## src/rtl/rpnm_pkg.sv

```systemverilog
package rpnm_pkg;

  localparam int PALETTE_DEPTH_DEF = 256;
  localparam int MAX_ROW_WIDTH_DEF = 4096;

  localparam int COLOUR_W  = 24;
  localparam int WORD_W    = 32;
  localparam int IDX_W     = 8;
  localparam int RW_W      = 13;
  localparam int PC_W      = 9;
  localparam int CFG_IDX_W = 2;

  // Error sum of three byte differences stays below 1024; start above any of them.
  localparam int ERR_W = 14;
  localparam logic [ERR_W-1:0] ERR_START = 14'd8192;

  localparam logic [CFG_IDX_W-1:0] REG_ROW_WIDTH     = 2'd0;
  localparam logic [CFG_IDX_W-1:0] REG_PALETTE_COUNT = 2'd1;

  localparam logic OP_LOAD = 1'b0;
  localparam logic OP_DATA = 1'b1;

  typedef struct packed {
    logic                start;
    logic [COLOUR_W-1:0] pixel;
  } srch_req_t;

  typedef struct packed {
    logic done;
    logic empty;
  } srch_rsp_t;

endpackage

```

## src/rtl/rpnm_sad.sv

```systemverilog
module rpnm_sad (
  input  logic [rpnm_pkg::COLOUR_W-1:0] pixel,
  input  logic [rpnm_pkg::COLOUR_W-1:0] colour,
  output logic [rpnm_pkg::ERR_W-1:0]    err
);

  logic [7:0] d_hi, d_mid, d_lo;
  logic [9:0] sum;

  // Pixel channel order is reversed against the palette: high byte meets low byte.
  always_comb begin
    d_hi  = (pixel[23:16] > colour[7:0])   ? pixel[23:16] - colour[7:0]
                                           : colour[7:0] - pixel[23:16];
    d_mid = (pixel[15:8] > colour[15:8])   ? pixel[15:8] - colour[15:8]
                                           : colour[15:8] - pixel[15:8];
    d_lo  = (pixel[7:0] > colour[23:16])   ? pixel[7:0] - colour[23:16]
                                           : colour[23:16] - pixel[7:0];
    sum   = 10'(d_hi) + 10'(d_mid) + 10'(d_lo);
  end

  assign err = rpnm_pkg::ERR_W'(sum);

endmodule

```

## src/rtl/rpnm_search.sv

```systemverilog
module rpnm_search #(
  parameter int PALETTE_DEPTH = rpnm_pkg::PALETTE_DEPTH_DEF
) (
  input  logic                                clk,
  input  logic                                rst_n,
  input  rpnm_pkg::srch_req_t                 req,
  input  logic [$clog2(PALETTE_DEPTH+1)-1:0]  count,
  output rpnm_pkg::srch_rsp_t                 rsp,
  output logic [$clog2(PALETTE_DEPTH)-1:0]    best_index,
  output logic [$clog2(PALETTE_DEPTH)-1:0]    ram_raddr,
  input  logic [rpnm_pkg::COLOUR_W-1:0]       ram_rdata
);

  localparam int AW   = $clog2(PALETTE_DEPTH);
  localparam int CNTW = $clog2(PALETTE_DEPTH+1);

  logic                          busy_r, busy_nxt;
  logic                          chk_vld_r, chk_vld_nxt;
  logic [CNTW-1:0]               rd_idx_r, rd_idx_nxt;
  logic [CNTW-1:0]               cnt_r, cnt_nxt;
  logic [AW-1:0]                 chk_idx_r, chk_idx_nxt;
  logic [AW-1:0]                 best_idx_r, best_idx_nxt;
  logic [rpnm_pkg::ERR_W-1:0]    best_err_r, best_err_nxt;
  logic [rpnm_pkg::COLOUR_W-1:0] pix_r, pix_nxt;
  logic                          empty_r, empty_nxt;
  logic [rpnm_pkg::ERR_W-1:0]    err;
  logic                          issue;
  logic                          done;

  rpnm_sad u_sad (
    .pixel  (pix_r),
    .colour (ram_rdata),
    .err    (err)
  );

  assign issue     = busy_r && (rd_idx_r < cnt_r);
  assign done      = busy_r && !issue && !chk_vld_r;
  assign ram_raddr = rd_idx_r[AW-1:0];

  always_comb begin
    busy_nxt     = busy_r;
    chk_vld_nxt  = issue;
    chk_idx_nxt  = rd_idx_r[AW-1:0];
    rd_idx_nxt   = rd_idx_r;
    cnt_nxt      = cnt_r;
    best_idx_nxt = best_idx_r;
    best_err_nxt = best_err_r;
    pix_nxt      = pix_r;
    empty_nxt    = empty_r;
    if (issue) begin
      rd_idx_nxt = rd_idx_r + CNTW'(1);
    end
    // Strict compare keeps the lowest index on a tie.
    if (chk_vld_r && (err < best_err_r)) begin
      best_err_nxt = err;
      best_idx_nxt = chk_idx_r;
    end
    if (done) begin
      busy_nxt = 1'b0;
    end
    if (req.start) begin
      busy_nxt     = 1'b1;
      chk_vld_nxt  = 1'b0;
      rd_idx_nxt   = '0;
      cnt_nxt      = count;
      best_idx_nxt = '0;
      best_err_nxt = rpnm_pkg::ERR_START;
      pix_nxt      = req.pixel;
      empty_nxt    = (count == '0);
    end
  end

  always_ff @(posedge clk) begin
    if (!rst_n) begin
      busy_r    <= 1'b0;
      chk_vld_r <= 1'b0;
      rd_idx_r  <= '0;
    end else begin
      busy_r    <= busy_nxt;
      chk_vld_r <= chk_vld_nxt;
      rd_idx_r  <= rd_idx_nxt;
    end
  end

  always_ff @(posedge clk) begin
    cnt_r      <= cnt_nxt;
    chk_idx_r  <= chk_idx_nxt;
    best_idx_r <= best_idx_nxt;
    best_err_r <= best_err_nxt;
    pix_r      <= pix_nxt;
    empty_r    <= empty_nxt;
  end

  assign rsp.done   = done;
  assign rsp.empty  = empty_r;
  assign best_index = best_idx_r;

endmodule

```

## config.mk

```make
export PLATFORM = sky130hd
export DESIGN_NAME = rpnm_search
export DESIGN_NICKNAME = d
export VERILOG_FILES = /design/src/rtl/rpnm_pkg.sv /design/src/rtl/rpnm_sad.sv /design/src/rtl/rpnm_search.sv
export SDC_FILE = /design/constraint.sdc
export NUM_CORES = 1
export LEC_CHECK = 0
export BUFFER_PORTS_ARGS = -buffer_cell sky130_fd_sc_hd__buf_4
export CAP_MARGIN = 10
export CORE_ASPECT_RATIO = 0.9
export CORE_MARGIN = 10
export CORE_UTILIZATION = 40
export CTS_BUF_LIST = sky130_fd_sc_hd__clkbuf_8
export DETAILED_ROUTE_END_ITERATION = 8
export PLACE_DENSITY = 0.63
export SLEW_MARGIN = 20
export SYNTH_ARGS = -nofsm -noshare
export SYNTH_HDL_FRONTEND = slang
export SYNTH_HIERARCHICAL = 1
export SYNTH_SLANG_ARGS = --single-unit
```

## constraint.sdc

```tcl
create_clock -name clk -period 5.45 [get_ports clk]
set_input_delay 0.8175 -clock clk [delete_from_list [all_inputs] [get_ports clk]]
set_output_delay 0.8175 -clock clk [all_outputs]
set_load 0.03 [all_outputs]
```

==> flow_metrics.tcl, run 1 <==
set metrics [dict create \
    setup_viol 14 \
    seqCellArea_sq_um 1842 \
    grt_pass1_wl_microns 21810 \
    clk_pin_slew_ps 90 \
    cts_tree "yes" \
    boundaryPins 78 \
    multi_input_area_sq_um 3730 \
    dr_total_vias 4759 \
    period_minus_slack_ps 5480 \
    outcome "complete, but fails checks" \
    grt_pass1_vias 4753 \
    arrival_ps 5780 \
    rsz0062_at_grt "true" \
    syn_inst 620 \
    grt_overflow 0 \
    drc 0 \
    ys_top_cells_by_count "88 x inv_1, 83 x ha_1, 45 x nand2b_1" \
    rrSetupSlack_ps 20 \
    fp.dieW_microns 148.2 \
    port_buffers 77 \
    crit_slowest_cell "fa_2" \
    hold-worst-slack_ps 460.1 \
    power_leakage_nw 3.386 \
    syn_to_final_growth_pct 25.97 \
    finalNonFillerCells 946 \
    syn_area_sq_um 5912 \
    rows 42 \
    yosysWarnings 6 \
    drt.antenna.violating_nets 0 \
    dp_cells 921 \
    max_slew_margin_pct 44.55 \
    dp_hpwl_microns 10260 \
    dieHeight_microns 135.3 \
    required_ps 5750 \
    path_class "input pin to register" \
    cts_root_buffer "clkbuf_8" \
    nNetsFinal 894 \
    fin_crit_sh_pct 100.5 \
    clock_latency_ps 370 \
    drt-total-wl_microns 13500 \
    gp_congestion 0.8530 \
    core_sq_um 14610 \
    worst_slack_ps -29.65 \
    fmax_ghz 0.1825 \
    ctsHtreeMaxLevel 3 \
    violations "negative setup slack" \
    synth.most_common_cell "inv_1" \
    routed_via_density 5.031 \
    cts_buffer_depth 2 \
    antenna_cells 0 \
    synth.distinct_cells 59 \
    p_per_area_nw_per_um2 504.4 \
    yosys.area.top_type "ha_1" \
    ys_seq_elements 75 \
    hold_path_class "register to register" \
    async_flop_share_pct 0 \
    yosysTopAreaCellShare_pct 17.57 \
    clkSinkCount 75 \
    crit_path_end_kind "register" \
    start_util_pct 40.47 \
    fin_skew_ps 15.93 \
    fill_cells 1354 \
    critPathTopFamily "compound AO/OA/AOI/OAI gates" \
    synth_edf_count 34 \
    cp_max_fo 4 \
    finalHoldViolations 0 \
    wl_per_cell_microns 14.27 \
    syn_avg_cell_area_sq_um 9.535 \
    antenna_found_initial 0 \
    drive_gt1_share_pct 26.47 \
    die-area_sq_um 20050 \
    worstMarginPinSlew_ps 831.7 \
    yosysSeqAreaShare_pct 31.15 \
    grt_use_total_pct 13.13 \
    peakVddDrop_uv 353.9 \
    drv_cap 0 \
    cts_buffers 9 \
    synthFlopType "dfxtp_1" \
    start_kind "input pin" \
    critPathBufInv 5 \
    maxSlewViolCount 0 \
    synthTopCellsByArea "ha_1 18%, edfxtp_1 17%, dfxtp_1 14%, mux2i_1 6.3%, inv_1 5.6%" \
    drtIter0Drc 232 \
    grt_start_max_net_pins 83 \
    max_stage_delay_ps 390 \
    first_pass_iters 5 \
]
worst paths after layout:
| path | startpoint | endpoint | cells after the start |
|---|---|---|---|
| worst max-delay path | ram_rdata[8] | best_err_r[3] | 26 |
| worst max register to register | pix_r[8] | best_err_r[3] | 26 |
| worst min register to register | chk_idx_r[0] | best_index[0] | 2 |
| worst min-delay path | chk_idx_r[0] | best_index[0] | 2 |
registers in the layout (all words and copies together), names as in the netlist:
name,count
chk_idx_r,8
empty_r,1
best_index,8
cnt_r,9
chk_vld_r,1
busy_r,1
pix_r,24
rd_idx_r,9
best_err_r,14
where the power goes:
| group | internal [mW] | switching, mW | total (mW) |
|---|---|---|---|
| logic | 1.42 | 1.27 | 2.69 |
| registers | 0.624 | 0.0203 | 0.644 |
| clock network | 0.183 | 0.241 | 0.424 |
worst min-delay path, cell delays in order, from the launching register on:
cell,delay [ps]
dfxtp_1,310
nand2b_1,60
mux2i_1,60
timing repair:
item                       CTS  global route
setup buffers                4             3
pin swaps                    2            14
gates cloned                 1             1
setup endpoints to repair   16            22
hold buffers                 0             0
resized for setup            6            17
layer usage:
metal  vias up  GRT usage, %  share of wire [%]
li1       2406             -                  -
met1      2219         16.21                 47
met2       121         21.08                 46
met3        13         5.210                6.5
met4         0         3.080                1.1
met5         -             0                  0
cells in the final DEF (no fill, tap or decap), drive strengths merged, types with 7 or more instances in the layout:
| cell type | Yosys | layout |
|---|---|---|
| a211oi | 8 | 8 |
| a21o | 20 | 20 |
| a21oi | 35 | 35 |
| a221oi | 7 | 7 |
| buf | 17 | 139 |
| clkbuf | 14 | 11 |
| dfxtp | 41 | 41 |
| edfxtp | 34 | 34 |
| fa | 8 | 8 |
| ha | 83 | 83 |
| inv | 88 | 92 |
| mux2i | 37 | 37 |
| nand2 | 18 | 18 |
| nand2b | 46 | 46 |
| nand4 | 10 | 10 |
| nor2 | 21 | 21 |
| nor2b | 7 | 7 |
| o21a | 8 | 8 |
| o21ai | 19 | 19 |
| xnor2 | 18 | 18 |
| xor2 | 12 | 12 |
area by class of cell:
cell class	instances	area share, %
inverter	88	4.435
clock inverter	6	0.6384
timing repair buffer	140	14.94
multi-input combinational	429	50.08
clock buffer	10	1.848
sequential	75	24.73
tap	198	3.327
cell families (layout without fill, tap and decap cells):
| logic type | after synthesis | in the layout | synth area share, % |
|---|---|---|---|
| buf+inv | 119 | 244 | 8.698 |
| mux | 40 | 40 | 6.836 |
| compound gates | 131 | 131 | 15.62 |
| fa+ha+maj | 91 | 91 | 20.28 |
| flops | 75 | 75 | 31.15 |
| other cells | 1 | 4 | 0.06343 |
| simple gates | 133 | 133 | 12.91 |
| xor+xnor | 30 | 30 | 4.444 |
metrics by stage:
| step | area, sq um | worst slack, ps | total power, mW | TNS (ps) | util (%) |
|---|---|---|---|---|---|
| 2_1_floorplan | 6012 | -67.74 | 2.203 | -1309 | - |
| 3_3_place_gp | 7072 | -260.2 | 2.991 | -5450 | 48.41 |
| 3_5_place_dp | 7072 | -479.3 | 3.023 | -9512 | 48.41 |
| 4_1_cts | 7330 | -13.85 | 3.581 | -13.85 | 50.17 |
| 5_1_grt | 7447 | -266.5 | 4.065 | -5425 | 50.98 |
| 6_report | 7447 | -29.65 | 3.756 | -268.1 | 50.98 |
Note: power is estimated with default switching activity, not from simulation.
==> run 2: changes to the inputs <==
- PLACE_DENSITY: 0.63 -> 0.61
- clock period: 5.45 -> 5.7 ns (I/O delays scaled with it)
==> flow_metrics.tcl, run 2 (synthesis results as in run 1) <==
set metrics [dict create \
    outcome "complete, but fails checks" \
    violations "negative setup slack" \
    drv_cap 0 \
    min_path_cells 0 \
    drt.antenna.violating_nets 0 \
    drt-total-wl_microns 13780 \
    maxSlewViolCount 0 \
    top_register "pix_r" \
    finalHoldViolations 0 \
    peakVddDrop_uv 355.5 \
    fp.dieW_microns 148.2 \
    dp_cells 920 \
    path_class "input pin to register" \
    r2r-start "pix_r[16]" \
    dr_total_vias 4738 \
    fin_skew_ps 9.456 \
    p_per_area_nw_per_um2 476.6 \
    reg2reg_to "best_err_r[1]" \
    grt_use_total_pct 13.30 \
    finalNonFillerCells 949 \
    wl_per_cell_microns 14.52 \
    gp_congestion 0.8895 \
    power_mw 3.562 \
    arrival_ps 6140 \
    required_ps 6000 \
    rsz0062_at_grt "true" \
    start_kind "input pin" \
    start_util_pct 40.47 \
    hold_path_class "register to register" \
    cts_buffer_depth 2 \
    final_common_cell "buf_4" \
    dp_hpwl_microns 10400 \
    final_util_pct 51.16 \
    port_buffers 77 \
    cts_tree "yes" \
    die-area_sq_um 20050 \
    clock_latency_ps 380 \
    clk_pin_slew_ps 90 \
    combPwrFrac_pct 69.8 \
    setup_viol 16 \
    swShare_pct 40.80 \
    p_int_mw 2.108 \
    largestRegisters "pix_r x24, best_err_r x14" \
    rrSetupSlack_ps -90 \
    cts_root_buffer "clkbuf_8" \
    pwr-share-clk_pct 12.9 \
    grt_pass1_wl_microns 22220 \
    routed_via_density 4.993 \
    hold_end "chk_idx_r[7]" \
    antenna_cells 0 \
    fmax_ghz 0.1715 \
    rr_worst_depth 28 \
    drive_gt1_share_pct 26.36 \
    drc 0 \
    antenna_found_initial 0 \
    grt_overflow 0 \
    layout_common_cells "136 x buf_4, 86 x inv_1, 80 x ha_1, 45 x nand2b_1, 41 x dfxtp_1" \
    syn_to_final_growth_pct 26.41 \
    hold_path.startpoint "rd_idx_r[7]" \
    drtIter0Drc 192 \
    fin_crit_sh_pct 102.3 \
    rows 42 \
    grt_pass1_vias 4746 \
    worst_slack_ps -131.3 \
    ctsHtreeMaxLevel 3 \
    worstMarginPinSlew_ps 803.1 \
    core_sq_um 14610 \
    dieHeight_microns 135.3 \
    max_slew_margin_pct 46.46 \
    p_switching_mw 1.453 \
    nNetsFinal 897 \
    pre_cts_ws_ps -424.3 \
    grt_start_max_net_pins 83 \
    first_pass_iters 4 \
    cts.hold.buffers_added 0 \
    cts_buffers 9 \
    power_leakage_nw 3.403 \
    period_minus_slack_ps 5831 \
    cp_max_fo 6 \
    clkSinkCount 75 \
    crit_path_end_kind "register" \
    largest_register_ffs 24 \
    boundaryPins 78 \
    pwr-share-seq_pct 17.3 \
]
[run 2: cell count changes in the layout (fill, tap and decap cells not counted), sizes merged]
cell,delta
clkinvlp,-2
clkbuf,-2
buf,+4
bufinv,+1
clkinv,+2
[run 2: worst max-delay path by stage]
stage,end,slack [ps],cells after the start,startpoint
after floorplan,best_err_r[0],10,25,ram_rdata[0]
after global placement,best_err_r[0],-310,26,ram_rdata[8]
after detailed placement,best_err_r[1],-420,26,ram_rdata[8]
after CTS,best_err_r[2],-20,27,ram_rdata[0]
after global routing,best_err_r[1],-370,28,ram_rdata[0]
final,best_err_r[1],-130,28,ram_rdata[0]
[run 2: per-layer routing]
| metal | GRT usage, % | part of all wire, % | vias to the layer above |
|---|---|---|---|
| met5 | 0 | 0 | - |
| met4 | 4.070 | 1.3 | 0 |
| met3 | 3.975 | 5.4 | 14 |
| met2 | 21.20 | 47 | 85 |
| met1 | 16.97 | 47 | 2229 |
| li1 | - | - | 2410 |
[run 2: cell type report]
class	instances	area [sq um]
Inverter	88	330.3
Multi-Input combinational cell	429	3734
Timing Repair Buffer	143	1104
Fill cell	1376	7136
Clock buffer	9	123.9
Tap cell	198	247.7
Sequential cell	75	1842
Clock inverter	7	92.59
[run 2: timing repair]
action	CTS	global route
pin swaps	0	30
resized for setup	2	39
endpoints found under the setup margin	14	22
cloned	0	2
buffers inserted	0	11
[run 2: power by group through the flow]
stage                     logic (mW)  clock network, mW  registers, mW
after floorplan                 1.41                  0          0.622
final                           2.49              0.459          0.615
after global placement          2.08                  0          0.627
after detailed placement        2.11                  0          0.628
after CTS                       2.15              0.476          0.616
after global routing            2.75              0.492          0.620
[run 2: metrics by stage]
stage / hold WS, ps / TNS, ps / instance area (sq um)
2_1_floorplan: 384.4 / 0 / 5957
3_3_place_gp: 428.1 / -6591 / 6997
3_5_place_dp: 426.2 / -8765 / 6997
4_1_cts: 437.0 / -73.09 / 7224
5_1_grt: 449.4 / -5909 / 7473
6_report: 448.6 / -1434 / 7473
[run 2: worst max-delay path: stages]
cell,delay [ps]
buf_8,80
ha_4,120
inv_2,40
fa_2,380
a21oi_4,180
nor3b_4,70
o41ai_4,310
buf_4,180
mux2i_4,250
xnor2_2,170
ha_1,290
nor2b_1,140
o21ai_1,200
nor2b_1,190
xnor2_1,130
ha_1,260
o21a_1,110
o31a_1,130
o41ai_1,400
xnor2_1,210
ha_1,310
a21o_1,180
nand3_1,70
a21oi_1,90
a2111oi_4,250
buf_4,200
buf_6,150
mux2i_1,190
==> run 3: changes to the inputs <==
- GPL_TIMING_DRIVEN: not set -> 1
- SETUP_SLACK_MARGIN: not set -> 0.5
==> flow_metrics.tcl, run 3 (synthesis results as in run 1) <==
set metrics [dict create \
    routed_via_density 5.008 \
    max_slew_margin_pct 44.70 \
    rows 42 \
    arrival_ps 5900 \
    cts_root_buffer "clkbuf_8" \
    hold_end "chk_idx_r[3]" \
    gp_congestion 0.8478 \
    grt_use_total_pct 13.84 \
    period_minus_slack_ps 5601 \
    setup_viol 0 \
    fmax_ghz 0.1785 \
    first_pass_iters 4 \
    grt_pass1_wl_microns 23040 \
    fill_cells 1407 \
    ctsHtreeMaxLevel 3 \
    multi_input_area_sq_um 3774 \
    finalHoldViolations 0 \
    p_per_area_nw_per_um2 463.1 \
    grt_pass1_vias 4943 \
    fin_skew_ps 11.60 \
    die-area_sq_um 20050 \
    antenna_found_initial 0 \
    fp.dieW_microns 148.2 \
    drc 0 \
    hold_path.startpoint "rd_idx_r[3]" \
    crit_path_end_kind "register" \
    r2r-start "pix_r[8]" \
    top_register "pix_r" \
    largestRegisters "pix_r x24, best_err_r x14" \
    fin_crit_sh_pct 98.26 \
    start_kind "input pin" \
    reg2reg_to "best_err_r[13]" \
    clkSinkCount 75 \
    min_path_cells 0 \
    antenna_cells 0 \
    drv_cap 0 \
    final_common_cell "buf_4" \
    dieHeight_microns 135.3 \
    clk_pin_slew_ps 90 \
    drtIter0Drc 149 \
    required_ps 6000 \
    start_util_pct 40.47 \
    outcome "finished clean" \
    syn_to_final_growth_pct 26.96 \
    tns_ps 0 \
    rsz0062_at_grt "true" \
    grt_overflow 0 \
    dr_total_vias 4718 \
    drt.antenna.violating_nets 0 \
    largest_register_ffs 24 \
    wl_per_cell_microns 14.75 \
    worstMarginPinSlew_ps 829.5 \
    maxSlewViolCount 0 \
    crit_start "ram_rdata[8]" \
    drive_gt1_share_pct 26.75 \
    rr_worst_depth 28 \
    layout_common_cells "126 x buf_4, 84 x inv_1, 77 x ha_1, 45 x nand2b_1, 41 x dfxtp_1" \
    path_class "input pin to register" \
    power_mw 3.476 \
    hold_path_class "register to register" \
    nNetsFinal 890 \
    grt_start_max_net_pins 83 \
    drt-total-wl_microns 13900 \
    cts_buffer_depth 2 \
    core_sq_um 14610 \
    cts_buffers 9 \
    cts_tree "yes" \
    final_util_pct 51.38 \
    cp_max_fo 5 \
    seqCellArea_sq_um 1842 \
    port_buffers 77 \
    rrSetupSlack_ps 150 \
    power_leakage_nw 3.385 \
    dp_hpwl_microns 10340 \
    clock_latency_ps 380 \
    boundaryPins 78 \
    crit_slowest_cell "ha_1" \
    max_stage_delay_ps 390 \
    peakVddDrop_uv 363.2 \
]
run 3: what timing repair did:
item                       CTS  global route
buffers inserted            12             4
setup endpoints to repair   22            22
gates cloned                 2             0
hold buffers                 0             0
pin swaps                    6             6
resized for setup           18            18
run 3: through the flow:
stage          setup WS, ps  hold WS (ps)  cells  instance area (sq um)
3_3_place_gp         -98.11         444.7    908                   6974
4_1_cts               272.7         461.0    938                   7396
5_1_grt              -199.9         479.2    942                   7506
2_1_floorplan         144.8         384.4    623                   6012
3_5_place_dp         -274.2         438.4    908                   6974
6_report              99.05         456.0    942                   7506
run 3: report_power, final:
group | leakage, nW | switching (mW) | total, mW | internal, mW
sequential | 0.664 | 0.0191 | 0.616 | 0.597
combinational | 2.62 | 1.17 | 2.41 | 1.24
clock | 0.103 | 0.238 | 0.448 | 0.210
run 3: worst max-delay path by stage:
stage,endpoint,slack (ps),cells after the start
after floorplan,best_err_r[0],140,23
after global placement,best_err_r[2],-100,26
after detailed placement,best_err_r[4],-270,24
after CTS,best_err_r[8],270,28
after global routing,best_err_r[4],-200,28
final,best_err_r[13],100,28
run 3: cell type report:
cell class              instances  share of cell area, %
inverters                      88                  4.401
flip-flops and latches         75                  24.54
well taps                     198                  3.301
multi-input cells             429                  50.28
repair buffers                136                  14.70
clock inverters                 7                  1.134
clock buffers                   9                  1.650
run 3: routing by layer:
metal	track usage [%]	share of wire [%]	up-vias	routed length (microns)
li1	-	-	2391	-
met1	17.09	47	2207	6571
met2	22.65	46	101	6371
met3	4.342	5.3	19	733
met4	4.180	1.6	0	221
met5	0	0	-	0
run 3: worst max-delay path, delay by kind of cell:
kind	cells	cell delay, ps
compound gates	9	1730
fa+ha+maj	5	1430
buf+inv	6	690
xor+xnor	3	580
mux	2	330
simple gates	3	280
